**src/rthc_pkg.sv**
```systemverilog
package rthc_pkg;

  localparam int ChanW           = 8;
  localparam int HueW            = 16;
  localparam int SpanW           = 11;
  localparam int NumW            = 12;
  localparam int HueBitsPerStage = 4;
  localparam int DivStages       = HueW / HueBitsPerStage;
  localparam int SatBitsPerStage = ChanW / DivStages;
  localparam int InDataW         = 4 * ChanW;
  localparam int OutDataW        = HueW + 3 * ChanW;

  typedef struct packed {
    logic [ChanW-1:0] alpha;
    logic [ChanW-1:0] blue;
    logic [ChanW-1:0] green;
    logic [ChanW-1:0] red;
  } pixel_t;

  typedef struct packed {
    logic             grey;
    logic [SpanW-1:0] span;
    logic [SpanW-1:0] hue_rem;
    logic [HueW-1:0]  hue_q;
    logic [ChanW-1:0] cmax;
    logic [ChanW-1:0] sat_rem;
    logic [ChanW-1:0] sat_low;
    logic [ChanW-1:0] sat_q;
    logic [ChanW-1:0] alpha;
  } stage_t;

endpackage

```
**src/rgb_to_hsv_converter_core.sv**
```systemverilog
// An accepted item passes through one front register and four divider stage registers
// before it appears on the master side.
// Throughput: one item per cycle while m_axis_tready is not held low, set by the pipelined restoring dividers that
// resolve four hue bits and two saturation bits in each stage.
// Reset: rst_ni clears all stage valid bits asynchronously; payload is not reset.
module rgb_to_hsv_converter_core (
  input  logic                            clk_i,
  input  logic                            rst_ni,
  input  logic                            s_axis_tvalid,
  output logic                            s_axis_tready,
  // red_in [7:0], green_in [15:8], blue_in [23:16], alpha_in [31:24]
  input  logic [rthc_pkg::InDataW-1:0]    s_axis_tdata,
  output logic                            m_axis_tvalid,
  input  logic                            m_axis_tready,
  // hue_out [15:0], saturation_out [23:16], value_out [31:24], alpha_out [39:32]
  output logic [rthc_pkg::OutDataW-1:0]   m_axis_tdata
);

  rthc_pkg::pixel_t pix;
  logic             valid_s [rthc_pkg::DivStages+1];
  logic             ready_s [rthc_pkg::DivStages+1];
  rthc_pkg::stage_t data_s  [rthc_pkg::DivStages+1];
  rthc_pkg::stage_t last;

  assign pix = s_axis_tdata;

  rthc_front u_front (
    .clk_i   (clk_i),
    .rst_ni  (rst_ni),
    .valid_i (s_axis_tvalid),
    .pix_i   (pix),
    .ready_o (s_axis_tready),
    .valid_o (valid_s[0]),
    .data_o  (data_s[0]),
    .ready_i (ready_s[0])
  );

  for (genvar k = 0; k < rthc_pkg::DivStages; k++) begin : g_div
    rthc_div_stage u_stage (
      .clk_i   (clk_i),
      .rst_ni  (rst_ni),
      .valid_i (valid_s[k]),
      .data_i  (data_s[k]),
      .ready_o (ready_s[k]),
      .valid_o (valid_s[k+1]),
      .data_o  (data_s[k+1]),
      .ready_i (ready_s[k+1])
    );
  end

  assign ready_s[rthc_pkg::DivStages] = m_axis_tready;
  assign last                         = data_s[rthc_pkg::DivStages];
  assign m_axis_tvalid                = valid_s[rthc_pkg::DivStages];

  assign m_axis_tdata = {last.alpha,
                         last.cmax,
                         last.grey ? {rthc_pkg::ChanW{1'b0}} : last.sat_q,
                         last.grey ? {rthc_pkg::HueW{1'b0}} : last.hue_q};

`ifndef ASSERT_OFF
  a_stall_only_when_full: assert property (@(posedge clk_i) disable iff (!rst_ni)
    !s_axis_tready |-> m_axis_tvalid)
    else $error("input stalled while output register is empty");

  a_zero_sat_zero_hue: assert property (@(posedge clk_i) disable iff (!rst_ni)
    (m_axis_tvalid && m_axis_tdata[23:16] == 8'h00) |-> (m_axis_tdata[15:0] == 16'h0000))
    else $error("zero saturation with nonzero hue");

  a_black_is_grey: assert property (@(posedge clk_i) disable iff (!rst_ni)
    (m_axis_tvalid && m_axis_tdata[31:24] == 8'h00) |-> (m_axis_tdata[23:16] == 8'h00))
    else $error("black pixel with nonzero saturation");
`endif

endmodule

```
**src/rthc_front.sv**
```systemverilog
module rthc_front (
  input  logic            clk_i,
  input  logic            rst_ni,
  input  logic            valid_i,
  input  rthc_pkg::pixel_t pix_i,
  output logic            ready_o,
  output logic            valid_o,
  output rthc_pkg::stage_t data_o,
  input  logic            ready_i
);

  logic                          valid_q;
  rthc_pkg::stage_t              data_d, data_q;
  logic [rthc_pkg::ChanW-1:0]    cmax, cmin, delta;
  logic signed [rthc_pkg::NumW-1:0] num;
  logic [rthc_pkg::SpanW-1:0]    span;
  logic [2*rthc_pkg::ChanW-1:0]  sat_div;

  always_comb begin
    logic [rthc_pkg::ChanW-1:0] mrg, nrg;
    mrg   = (pix_i.red >= pix_i.green) ? pix_i.red : pix_i.green;
    cmax  = (mrg >= pix_i.blue) ? mrg : pix_i.blue;
    nrg   = (pix_i.red <= pix_i.green) ? pix_i.red : pix_i.green;
    cmin  = (nrg <= pix_i.blue) ? nrg : pix_i.blue;
    delta = cmax - cmin;
    span  = {1'b0, delta, 2'b00} + {2'b00, delta, 1'b0};
    if (cmax == pix_i.red) begin
      num = $signed({4'b0, pix_i.green}) - $signed({4'b0, pix_i.blue});
    end else if (cmax == pix_i.green) begin
      num = $signed({3'b0, delta, 1'b0}) + $signed({4'b0, pix_i.blue})
          - $signed({4'b0, pix_i.red});
    end else begin
      num = $signed({2'b0, delta, 2'b00}) + $signed({4'b0, pix_i.red})
          - $signed({4'b0, pix_i.green});
    end
    if (num < 0) begin
      num = num + $signed({1'b0, span});
    end
    sat_div = {delta, 8'h00} - {8'h00, delta};

    data_d.grey    = (delta == '0);
    data_d.span    = span;
    data_d.hue_rem = num[rthc_pkg::SpanW-1:0];
    data_d.hue_q   = '0;
    data_d.cmax    = cmax;
    data_d.sat_rem = sat_div[2*rthc_pkg::ChanW-1:rthc_pkg::ChanW];
    data_d.sat_low = sat_div[rthc_pkg::ChanW-1:0];
    data_d.sat_q   = '0;
    data_d.alpha   = pix_i.alpha;
  end

  assign ready_o = !valid_q || ready_i;

  always_ff @(posedge clk_i or negedge rst_ni) begin
    if (!rst_ni) begin
      valid_q <= 1'b0;
    end else if (ready_o) begin
      valid_q <= valid_i;
    end
  end

  always_ff @(posedge clk_i) begin
    if (ready_o && valid_i) begin
      data_q <= data_d;
    end
  end

  assign valid_o = valid_q;
  assign data_o  = data_q;

endmodule

```
**src/rthc_div_stage.sv**
```systemverilog
module rthc_div_stage (
  input  logic             clk_i,
  input  logic             rst_ni,
  input  logic             valid_i,
  input  rthc_pkg::stage_t data_i,
  output logic             ready_o,
  output logic             valid_o,
  output rthc_pkg::stage_t data_o,
  input  logic             ready_i
);

  logic             valid_q;
  rthc_pkg::stage_t data_d, data_q;

  // Restoring division: four hue quotient bits and two saturation quotient bits per stage.
  always_comb begin
    logic [rthc_pkg::SpanW:0] th;
    logic [rthc_pkg::ChanW:0] ts;
    data_d = data_i;
    for (int i = 0; i < rthc_pkg::HueBitsPerStage; i++) begin
      th = {data_d.hue_rem, 1'b0};
      if (th >= {1'b0, data_d.span}) begin
        th             = th - {1'b0, data_d.span};
        data_d.hue_q   = {data_d.hue_q[rthc_pkg::HueW-2:0], 1'b1};
      end else begin
        data_d.hue_q   = {data_d.hue_q[rthc_pkg::HueW-2:0], 1'b0};
      end
      data_d.hue_rem = th[rthc_pkg::SpanW-1:0];
    end
    for (int j = 0; j < rthc_pkg::SatBitsPerStage; j++) begin
      ts             = {data_d.sat_rem, data_d.sat_low[rthc_pkg::ChanW-1]};
      data_d.sat_low = {data_d.sat_low[rthc_pkg::ChanW-2:0], 1'b0};
      if (ts >= {1'b0, data_d.cmax}) begin
        ts           = ts - {1'b0, data_d.cmax};
        data_d.sat_q = {data_d.sat_q[rthc_pkg::ChanW-2:0], 1'b1};
      end else begin
        data_d.sat_q = {data_d.sat_q[rthc_pkg::ChanW-2:0], 1'b0};
      end
      data_d.sat_rem = ts[rthc_pkg::ChanW-1:0];
    end
  end

  assign ready_o = !valid_q || ready_i;

  always_ff @(posedge clk_i or negedge rst_ni) begin
    if (!rst_ni) begin
      valid_q <= 1'b0;
    end else if (ready_o) begin
      valid_q <= valid_i;
    end
  end

  always_ff @(posedge clk_i) begin
    if (ready_o && valid_i) begin
      data_q <= data_d;
    end
  end

  assign valid_o = valid_q;
  assign data_o  = data_q;

endmodule

```
**config.mk**
```make
export PLATFORM = sky130hd
export DESIGN_NAME = rgb_to_hsv_converter_core
export DESIGN_NICKNAME = d
export VERILOG_FILES = /design/src/rthc_pkg.sv /design/src/rgb_to_hsv_converter_core.sv /design/src/rthc_front.sv /design/src/rthc_div_stage.sv
export SDC_FILE = /design/constraint.sdc
export NUM_CORES = 1
export LEC_CHECK = 0
export BUFFER_PORTS_ARGS = -buffer_cell sky130_fd_sc_hd__buf_2
export CORE_ASPECT_RATIO = 0.5
export CORE_MARGIN = 3
export CORE_UTILIZATION = 55
export CTS_CLUSTER_DIAMETER = 40
export DETAILED_ROUTE_END_ITERATION = 7
export PLACE_DENSITY = 0.72
export SLEW_MARGIN = 30
export SYNTH_ARGS = -nofsm -noshare
export SYNTH_HDL_FRONTEND = slang
export SYNTH_SLANG_ARGS = --single-unit
```
**constraint.sdc**
```tcl
create_clock -name clk_i -period 13.68 [get_ports clk_i]
set_clock_uncertainty 0.1 [all_clocks]
set_input_delay 2.736 -clock clk_i [delete_from_list [all_inputs] [get_ports clk_i]]
set_output_delay 2.736 -clock clk_i [all_outputs]
set_load 0.01 [all_outputs]
```
==> impl_results.md, run 1 <==
- Initial antenna violation count: 0
- Ratio of cells with drive above 1 in the final layout: 10.2%
- Crit path max-delay family: compound AO/OA/AOI/OAI gates
- Synth warn: 0
- Die Y-Extent: 153 um
- Share of flip-flops with an asynchronous set or reset: 1.82%
- TritonCTS clock tree: built
- Antenna diodes: 0
- Max Root-Sink Buffers: 3
- Worst-path clk slew: 0.07 ns
- Flop-to-flop setup slack: 2.26 ns
- Critical path type: in -> reg
- CTS H-Tree Depth: 1
- Reg-to-Reg Start: g_div[0].u_stage.data_o[19]$_DFFE_PP_
- Actual slew at the worst max-slew pin: 0.955 ns
- Cell Area, Placed: 0.0248 mm^2
- Area Growth Syn to Fin: 8.61%
- HPWL Detailed: 43,800 um
- CP Max Fanout: 25
- Unrepaired setup endpoints after global routing: false
- CTS Root Cell: clkbuf_16
- Post-synthesis sequential area ratio: 34.7%
- Starting density of the core: 56.1%
- Yosys reg bits: 275
- CP bufs+invs: 5
- Top cell type's share of synthesized area: 34.1%
- Crit-path slowest cell: o41a_1
- Fmax: 87.4 MHz
- Mapped cell area: 0.0237 mm^2
- Fin crit period: 11.44 ns
- DRC violation count after routing: 0
- Hold worst-path end: g_div[3].u_stage.data_o[51]$_DFFE_PP_
- Cts hold-fix bufs: 0
- Reg2Reg Depth: 41
- DRT Pass-1 Iters: 5
- Initial DRC count: 1,193
- Nets: 2,921
- Synth top area cells: edfxtp_1 (34%), ha_1 (16%), xnor2_1 (4.6%)
- Post-synth top cells: ha_1 (307), edfxtp_1 (270), inv_1 (244)
- Syn Area/Cell: 9.58 um^2
- Required @ worst endpoint: 13.88 ns
- Die width: 300 um
- Worst r2r dst: g_div[1].u_stage.data_o[61]$_DFFE_PP_
- Total die area: 0.0459 mm^2
- CTS Sinks: 275
- Clock buffer count from CTS: 31
- Hold Crit Depth: 0
- Global Route Usage Sum: 23.9%
- Setup TNS: 0 ns
- Vias in the first global route: 17,400
- Hold WC Path Type: reg -> reg
- Antenna viol nets, final: 0
- Design area: 0.0258 mm^2
- PostCTS Resize Cnt: 0
- Synthesized Nets: 2,843
- PortBufs: 77
- Largest net degree at the start of global routing: 64
- Status: complete, no violations
- Worst setup EP type: register
- DR WL/cell: 17.6 um
- Slew headroom: 36.3%
- Hold_ws: 0.308 ns
- Core area: 0.0423 mm^2
- Ys flop type: edfxtp_1
- Crit share post-route: 83.6%
- Unique cell type count in the Yosys netlist: 83
- Crit. path cell count: 38
- DR vias/cell: 5.75
- GRT overflow: 0
- # IOs: 78
- Startpoint types: primary input
- First-pass GRT wire length: 89,300 um
- Routed via count: 18,200
- Largest stage delay on the critical path: 0.81 ns
- Final setup viols: 0
- HP Start: g_div[2].u_stage.data_o[47]$_DFFE_PP_
- Clk Latency, worst-skew pair: 0.56 ns
- Max Transition Viols Final: 0
- FP Rows: 53
- Synth Instances: 2,480
- Final hold vios: 0
- Post-synth EDFFs: 270
- Most common cell on crit path: ha_1
- # fillers: 3,694
- Top-count cell post-synth: ha_1
- Placer Congestion: 0.966
- Synth area leader: edfxtp_1
- Routed wire length: 55,600 um
- Post-CTS Setup Inserts: 0
- Critical Path AT: 11.64 ns
- Maxcap violations: 0
-- flip-flops by register name, summed over array words and instances (netlist names) --
name                   count
u_front.valid_o            1
u_front.data_o            52
g_div.u_stage.data_o     218
g_div.u_stage.valid_o      4
-- worst reg2reg max path: cells and delay by family, from the launching register on --
kind / cells / cell delay (ns)
AOI/OAI and AO/OA: 26 / 6.05
and+or+nand+nor: 8 / 2.36
adders and majority gates: 4 / 1.28
DFF: 1 / 0.54
buffers and inverters: 2 / 0.44
muxes: 1 / 0.43
-- per-stage QoR --
step / util, % / setup WS [ns] / cells
after floorplan: - / 2.93 / 2480
after global placement: 58.5 / 2.03 / 3102
after detailed placement: 58.5 / 1.75 / 3102
after CTS: 60.9 / 2.06 / 3159
after global routing: 61.0 / 1.35 / 3159
final: 61.0 / 2.24 / 3159
-- logic make-up (layout without fill, tap and decap cells) --
| group | count (synthesis) | after routing | share of synthesized area, % |
|---|---|---|---|
| xor gates and xnor gates | 190 | 190 | 7.01 |
| and+or+nand+nor | 639 | 639 | 13.3 |
| AOI/OAI and AO/OA | 633 | 633 | 16.7 |
| DFF | 275 | 275 | 34.7 |
| muxes | 114 | 114 | 5.33 |
| buffers and inverters | 302 | 404 | 5.09 |
| adders and majority gates | 327 | 327 | 17.9 |
-- placed cells by master (no fill, tap or decap), types with 31 or more instances in the layout --
master / instances
a21o_1: 71
a21oi_1: 168
buf_2: 77
clkbuf_16: 31
edfxtp_1: 270
ha_1: 307
inv_1: 244
mux2_2: 69
mux2i_1: 35
nand2_1: 163
nand2b_1: 44
nand4_1: 37
nor2_1: 166
nor2b_1: 84
nor3_1: 37
o21a_1: 31
o21ai_0: 185
xnor2_1: 124
xor2_1: 66
-- layout make-up --
| class | count | area, um^2 | share of cell area, % |
|---|---|---|---|
| Clock buffer | 35 | 791 | 3.07 |
| Clock inverter | 22 | 239 | 0.927 |
| Inverter | 248 | 931 | 3.61 |
| Multi-Input combinational cell | 1903 | 14300 | 55.5 |
| Sequential cell | 275 | 8230 | 31.9 |
| Tap cell | 577 | 722 | 2.80 |
| Timing Repair Buffer | 99 | 551 | 2.13 |
-- routing by layer --
layer | vias up | track usage, % | part of all wire, %
met4 | 0 | 7.21 | 3.0
met3 | 103 | 3.01 | 4.4
met2 | 407 | 39.9 | 46
met1 | 8524 | 32.6 | 47
li1 | 9129 | - | -
met5 | - | 0 | 0
-- worst max path at each step --
stage                                           from                                     to  slack (ns)
6_report                            s_axis_tdata[13]           u_front.data_o[66]$_DFFE_PP_        2.24
5_1_grt        g_div[0].u_stage.data_o[19]$_DFFE_PP_  g_div[1].u_stage.data_o[61]$_DFFE_PP_        1.35
4_1_cts        g_div[1].u_stage.data_o[21]$_DFFE_PP_  g_div[2].u_stage.data_o[61]$_DFFE_PP_        2.06
3_5_place_dp                        s_axis_tdata[13]           u_front.data_o[66]$_DFFE_PP_        1.75
3_3_place_gp                        s_axis_tdata[13]           u_front.data_o[66]$_DFFE_PP_        2.03
2_1_floorplan                       s_axis_tdata[15]           u_front.data_o[66]$_DFFE_PP_        2.93
Power of run 1 is left out: the tool's default activity adds up to more than one toggle a clock period on the data nets, which glitch-free logic cannot reach.
==> run 2, diff against run 1 <==
PLACE_DENSITY = 0.75   (was 0.72)
clock period = 9.7 ns   (was 13.68 ns; I/O delays follow)
==> run 2 against run 1 <==
Compared with the run above: setup slack got worse by 1.8 ns; via count increased by 3.8%; die area stayed put; sequential cell count unchanged; critical path depth fell by 1; routed wire length grew 2.5%; clock-buffer cell count fell by 2; hold slack worse by 0.0027 ns; register-to-register slack worse by 1.7 ns; core utilization grew 2.8 points; global-route usage grew 0.47 points; critical path type unchanged; largest cell class unchanged.
==> impl_results.md, run 2 (synthesis gave the netlist of run 1 again) <==
- FP Rows: 53 (unchanged)
- Slew headroom: 42.2% (+5.9 points)
- CTS H-Tree Depth: 1 (unchanged)
- CP Max Fanout: 10 (-60%)
- # fillers: 3,494 (-5.4%)
- Crit-path slowest cell: fa_1
- DR WL/cell: 17.3 um (-1.6%)
- Actual slew at the worst max-slew pin: 0.865 ns (-0.0902 ns)
- Clk Latency, worst-skew pair: 0.56 ns (about the same)
- Startpoint types: primary input
- Worst-path clk slew: 0.06 ns (about the same)
- Vias in the first global route: 18,300 (+5.3%)
- Critical path type: in -> reg
- CTS Root Cell: clkbuf_16
- Starting density of the core: 56.1% (unchanged)
- Hold WC Path Type: reg -> reg
- Max Root-Sink Buffers: 3 (unchanged)
- Antenna diodes: 0 (unchanged)
- Most common cell on crit path: ha_1
- Critical Path AT: 9.40 ns (-2.24 ns)
- Required @ worst endpoint: 9.89 ns (-3.99 ns)
- DR vias/cell: 5.73 (-0.38%)
- Die width: 300 um (unchanged)
- CTS Sinks: 275 (unchanged)
- Most frequent cells in the layout: ha_1 (306), edfxtp_1 (270), inv_1 (243)
- Final hold vios: 0 (unchanged)
- # IOs: 78 (unchanged)
- Clock buffer count from CTS: 29 (-6.5%)
- Nets: 3,057 (+4.7%)
- Routed via count: 18,900 (+3.8%)
- Status: complete, no violations
- Area Growth Syn to Fin: 13.6%
- Antenna viol nets, final: 0 (unchanged)
- Commonest non-fill, non-tap cell in the layout: ha_1
- Routed wire length: 57,000 um (+2.5%)
- Initial antenna violation count: 0 (unchanged)
- Maxcap violations: 0 (unchanged)
- GRT overflow: 0 (unchanged)
- Worst setup EP type: register
- Fin crit period: 9.21 ns
- Total die area: 0.0459 mm^2 (unchanged)
- Design area: 0.0270 mm^2 (+4.6%)
- Core area: 0.0423 mm^2 (unchanged)
- First-pass GRT wire length: 91,700 um (+2.7%)
- TritonCTS clock tree: built
- Fmax: 109 MHz
- Final setup viols: 0 (unchanged)
- Max reg flops: 218 (unchanged)
- Largest stage delay on the critical path: 0.51 ns (-0.30 ns)
- Max Transition Viols Final: 0 (unchanged)
- Global Route Usage Sum: 24.3% (+0.47 points)
- DRC violation count after routing: 0 (unchanged)
- Ratio of cells with drive above 1 in the final layout: 16.1% (+5.9 points)
- Cell Area, Placed: 0.0257 mm^2 (+4.0%)
- Initial DRC count: 1,242 (+4.1%)
- HPWL Detailed: 44,700 um (+2.2%)
- DRT Pass-1 Iters: 5 (unchanged)
- Placer Congestion: 0.970 (+0.36%)
- Crit share post-route: 95.0%
- PortBufs: 77 (unchanged)
- Die Y-Extent: 153 um (unchanged)
- Largest net degree at the start of global routing: 60 (-6.3%)
==> run 2: final cells by class <==
class / count / area [um^2] / share of cell area [%]
Clock buffer: 33 / 741 / 2.75
Clock inverter: 19 / 204 / 0.756
Inverter: 248 / 931 / 3.45
Multi-Input combinational cell: 1903 / 14600 / 54.0
Sequential cell: 275 / 8230 / 30.5
Tap cell: 577 / 722 / 2.68
Timing Repair Buffer: 237 / 1590 / 5.90
==> run 2: path summary, 6_finish.rpt <==
path	startpoint	to	slack, ns	depth (start not counted)
max	s_axis_tdata[0]	u_front.data_o[66]$_DFFE_PP_	0.49	37
min	g_div[1].u_stage.data_o[10]$_DFFE_PP_	g_div[2].u_stage.data_o[12]$_DFFE_PP_	0.31	0
max reg2reg	g_div[1].u_stage.data_o[70]$_DFFE_PP_	g_div[2].u_stage.data_o[65]$_DFFE_PP_	0.52	41
min reg2reg	g_div[1].u_stage.data_o[10]$_DFFE_PP_	g_div[2].u_stage.data_o[12]$_DFFE_PP_	0.31	0
max in group asynchronous	rst_ni	g_div[1].u_stage.valid_o$_DFFE_PN0P_	8.27	1
min in group asynchronous	rst_ni	g_div[3].u_stage.valid_o$_DFFE_PN0P_	1.08	1
==> run 2: layer usage <==
metal	share of wire, %	track usage, %	vias to the layer above
met3	4.6	2.54	111
met4	2.9	7.14	0
met5	0	0	-
met2	46	40.7	459
met1	47	33.6	8889
li1	-	-	9397
==> run 2: per-stage QoR <==
step                hold slack (ns)  setup slack, ns  util, %  TNS (ns)  cells
floorplan                     0.300           -0.115        -    -0.115   2480
CTS                           0.306          0.00998     63.1         0   3283
detailed placement            0.305           -0.261     60.9    -0.310   3231
finish                        0.305            0.487     63.8         0   3292
global route                  0.313          -0.0241     63.8   -0.0901   3292
global placement              0.301         -0.00656     60.9  -0.00656   3231
==> run 2: what timing repair did <==
| item | CTS | global route |
|---|---|---|
| cloned | 0 | 0 |
| setup endpoints to repair | 6 | 37 |
| hold buffers | 0 | 0 |
| buffers inserted | 0 | 9 |
| hold endpoints to repair | 0 | 0 |
| pin swaps | 0 | 26 |
| gates resized for setup | 1 | 79 |
==> run 2: worst max-delay path, delay by kind of cell <==
| family | cells | cell delay, ns |
|---|---|---|
| AO/OA/AOI/OAI | 17 | 3.22 |
| AND/OR/NAND/NOR | 5 | 0.71 |
| multiplexers | 1 | 0.23 |
| adder cells (fa/ha/maj) | 8 | 2.60 |
| XOR/XNOR | 1 | 0.19 |
| buffers and inverters | 5 | 0.52 |
Power of run 2 is left out for the same reason.
==> run 3, diff against run 2 <==
CORE_UTILIZATION = 58   (was 55)
PLACE_DENSITY = 0.78   (was 0.75)
RECOVER_POWER = 25   (was not set)
==> run 3 against run 2 <==
Compared with the run above: first-iteration DRC count increased by 6.8%; cell count decreased by 0.46%; core utilization increased by 4.5 points; via count increased by 1.0%; register-to-register slack improved by 0.02 ns; critical path type unchanged; sequential share of layout area decreased by 0.095 points; hold slack got worse by 0.00081 ns; sequential cell count unchanged; routed wire length increased by 2.2%; fmax decreased by 0.25%.
==> impl_results.md, run 3 (synthesis gave the netlist of run 1 again) <==
- Status: complete, no violations
- Global Route Usage Sum: 26.4% (+2.0 points)
- Maxcap violations: 0 (unchanged)
- Max Root-Sink Buffers: 3 (unchanged)
- Critical path type: in -> reg
- Die Y-Extent: 149 um (-2.5%)
- Largest stage delay on the critical path: 0.40 ns (-0.11 ns)
- First-pass GRT wire length: 92,900 um (+1.3%)
- Nets: 3,087 (+0.98%)
- Core area: 0.0396 mm^2 (-6.3%)
- TritonCTS clock tree: built
- Cts hold-fix bufs: 0 (unchanged)
- Max reg flops: 218 (unchanged)
- Total die area: 0.0436 mm^2 (-5.0%)
- Worst setup margin: 0.464 ns (-0.0229 ns)
- CTS Root Cell: clkbuf_16
- Ratio of cells with drive above 1 in the final layout: 16.4% (+0.32 points)
- GRT overflow: 0 (unchanged)
- Die width: 292 um (-2.6%)
- Fmax: 108 MHz (-0.25%)
- Final setup viols: 0 (unchanged)
- Critical Path AT: 9.42 ns (+0.02 ns)
- FP Rows: 51 (-3.8%)
- Max Transition Viols Final: 0 (unchanged)
- Initial DRC count: 1,326 (+6.8%)
- Hold WC Path Type: reg -> reg
- Startpoint types: primary input
- DR vias/cell: 5.81 (+1.5%)
- HPWL Detailed: 45,900 um (+2.5%)
- Starting density of the core: 59.9% (+3.8 points)
- Clk Latency, worst-skew pair: 0.57 ns (about the same)
- Pre-CTS WS: -0.160 ns (+0.101 ns)
- Antenna viol nets, final: 0 (unchanged)
- Crit-path slowest cell: fa_1
- Largest net degree at the start of global routing: 60 (unchanged)
- Most frequent cells in the layout: ha_1 (307), edfxtp_1 (270), inv_1 (240)
- Worst-path clk slew: 0.07 ns (about the same)
- CP bufs+invs: 6 (+1)
- # fillers: 3,076 (-12%)
- Required @ worst endpoint: 9.89 ns (about the same)
- CTS H-Tree Depth: 1 (unchanged)
- Final hold vios: 0 (unchanged)
- Placer Congestion: 0.959 (-1.1%)
- Most common cell on crit path: ha_1
- Initial antenna violation count: 0 (unchanged)
- Routed wire length: 58,300 um (+2.2%)
- Slew headroom: 39.9% (-2.3 points)
- Fin crit period: 9.24 ns (+0.0229 ns)
- Commonest non-fill, non-tap cell in the layout: ha_1
- Vias in the first global route: 18,400 (+0.69%)
- Antenna diodes: 0 (unchanged)
- # IOs: 78 (unchanged)
- Crit path max-delay family: compound AO/OA/AOI/OAI gates
- Unrepaired setup endpoints after global routing: true
- CP Max Fanout: 12 (+2)
- DRC violation count after routing: 0 (unchanged)
- DR WL/cell: 17.8 um (+2.6%)
- Clock buffer count from CTS: 29 (unchanged)
- Crit share post-route: 95.2% (+0.24 points)
- Routed via count: 19,100 (+1.0%)
- Area Growth Syn to Fin: 13.9%
- Actual slew at the worst max-slew pin: 0.900 ns (+0.0345 ns)
- CTS Sinks: 275 (unchanged)
- DRT Pass-1 Iters: 5 (unchanged)
- Worst setup EP type: register
- PortBufs: 77 (unchanged)
-- run 3: routing by layer --
layer	global-route usage [%]	vias up	wire (um)
met2	44.7	551	26700
met5	0	-	0
met1	35.6	8949	26400
met4	7.72	0	1670
met3	3.69	107	3430
li1	-	9445	-
-- run 3: worst paths after layout --
path,end,slack [ns],from,cells after the start
worst max-delay path,u_front.data_o[66]$_DFFE_PP_,0.46,s_axis_tdata[0],39
worst min-delay path,g_div[1].u_stage.data_o[10]$_DFFE_PP_,0.30,g_div[0].u_stage.data_o[8]$_DFFE_PP_,0
worst max register to register,g_div[1].u_stage.data_o[66]$_DFFE_PP_,0.54,g_div[0].u_stage.data_o[19]$_DFFE_PP_,43
worst min register to register,g_div[1].u_stage.data_o[10]$_DFFE_PP_,0.30,g_div[0].u_stage.data_o[8]$_DFFE_PP_,0
max in group asynchronous,g_div[1].u_stage.valid_o$_DFFE_PN0P_,8.08,rst_ni,1
min in group asynchronous,g_div[3].u_stage.valid_o$_DFFE_PN0P_,1.14,rst_ni,1
-- run 3: timing repair --
action / 4_1_cts / 5_1_grt
endpoints found under the setup margin: 5 / 36
setup buffers: 0 / 6
pin swaps: 0 / 13
gates resized for setup: 1 / 62
-- run 3: area by class of cell --
type / instances / area (um^2) / share of cell area (%)
inverters: 248 / 931 / 3.44
repair buffers: 267 / 1830 / 6.77
flip-flops and latches: 275 / 8230 / 30.4
well taps: 530 / 663 / 2.45
clock buffers: 36 / 752 / 2.78
clock inverters: 18 / 183 / 0.675
multi-input cells: 1903 / 14500 / 53.5
-- run 3: stage by stage --
stage | hold slack (ns) | instances | utilization [%] | setup TNS, ns | cell area, um^2
CTS | 0.305 | 3271 | 67.9 | 0 | 26900
global placement | 0.301 | 3217 | 65.5 | 0 | 26000
global route | 0.303 | 3277 | 68.3 | -0.182 | 27100
finish | 0.305 | 3277 | 68.3 | 0 | 27100
floorplan | 0.300 | 2480 | - | -0.115 | 23800
detailed placement | 0.305 | 3217 | 65.5 | -0.160 | 26000
Power of run 3 is left out for the same reason.
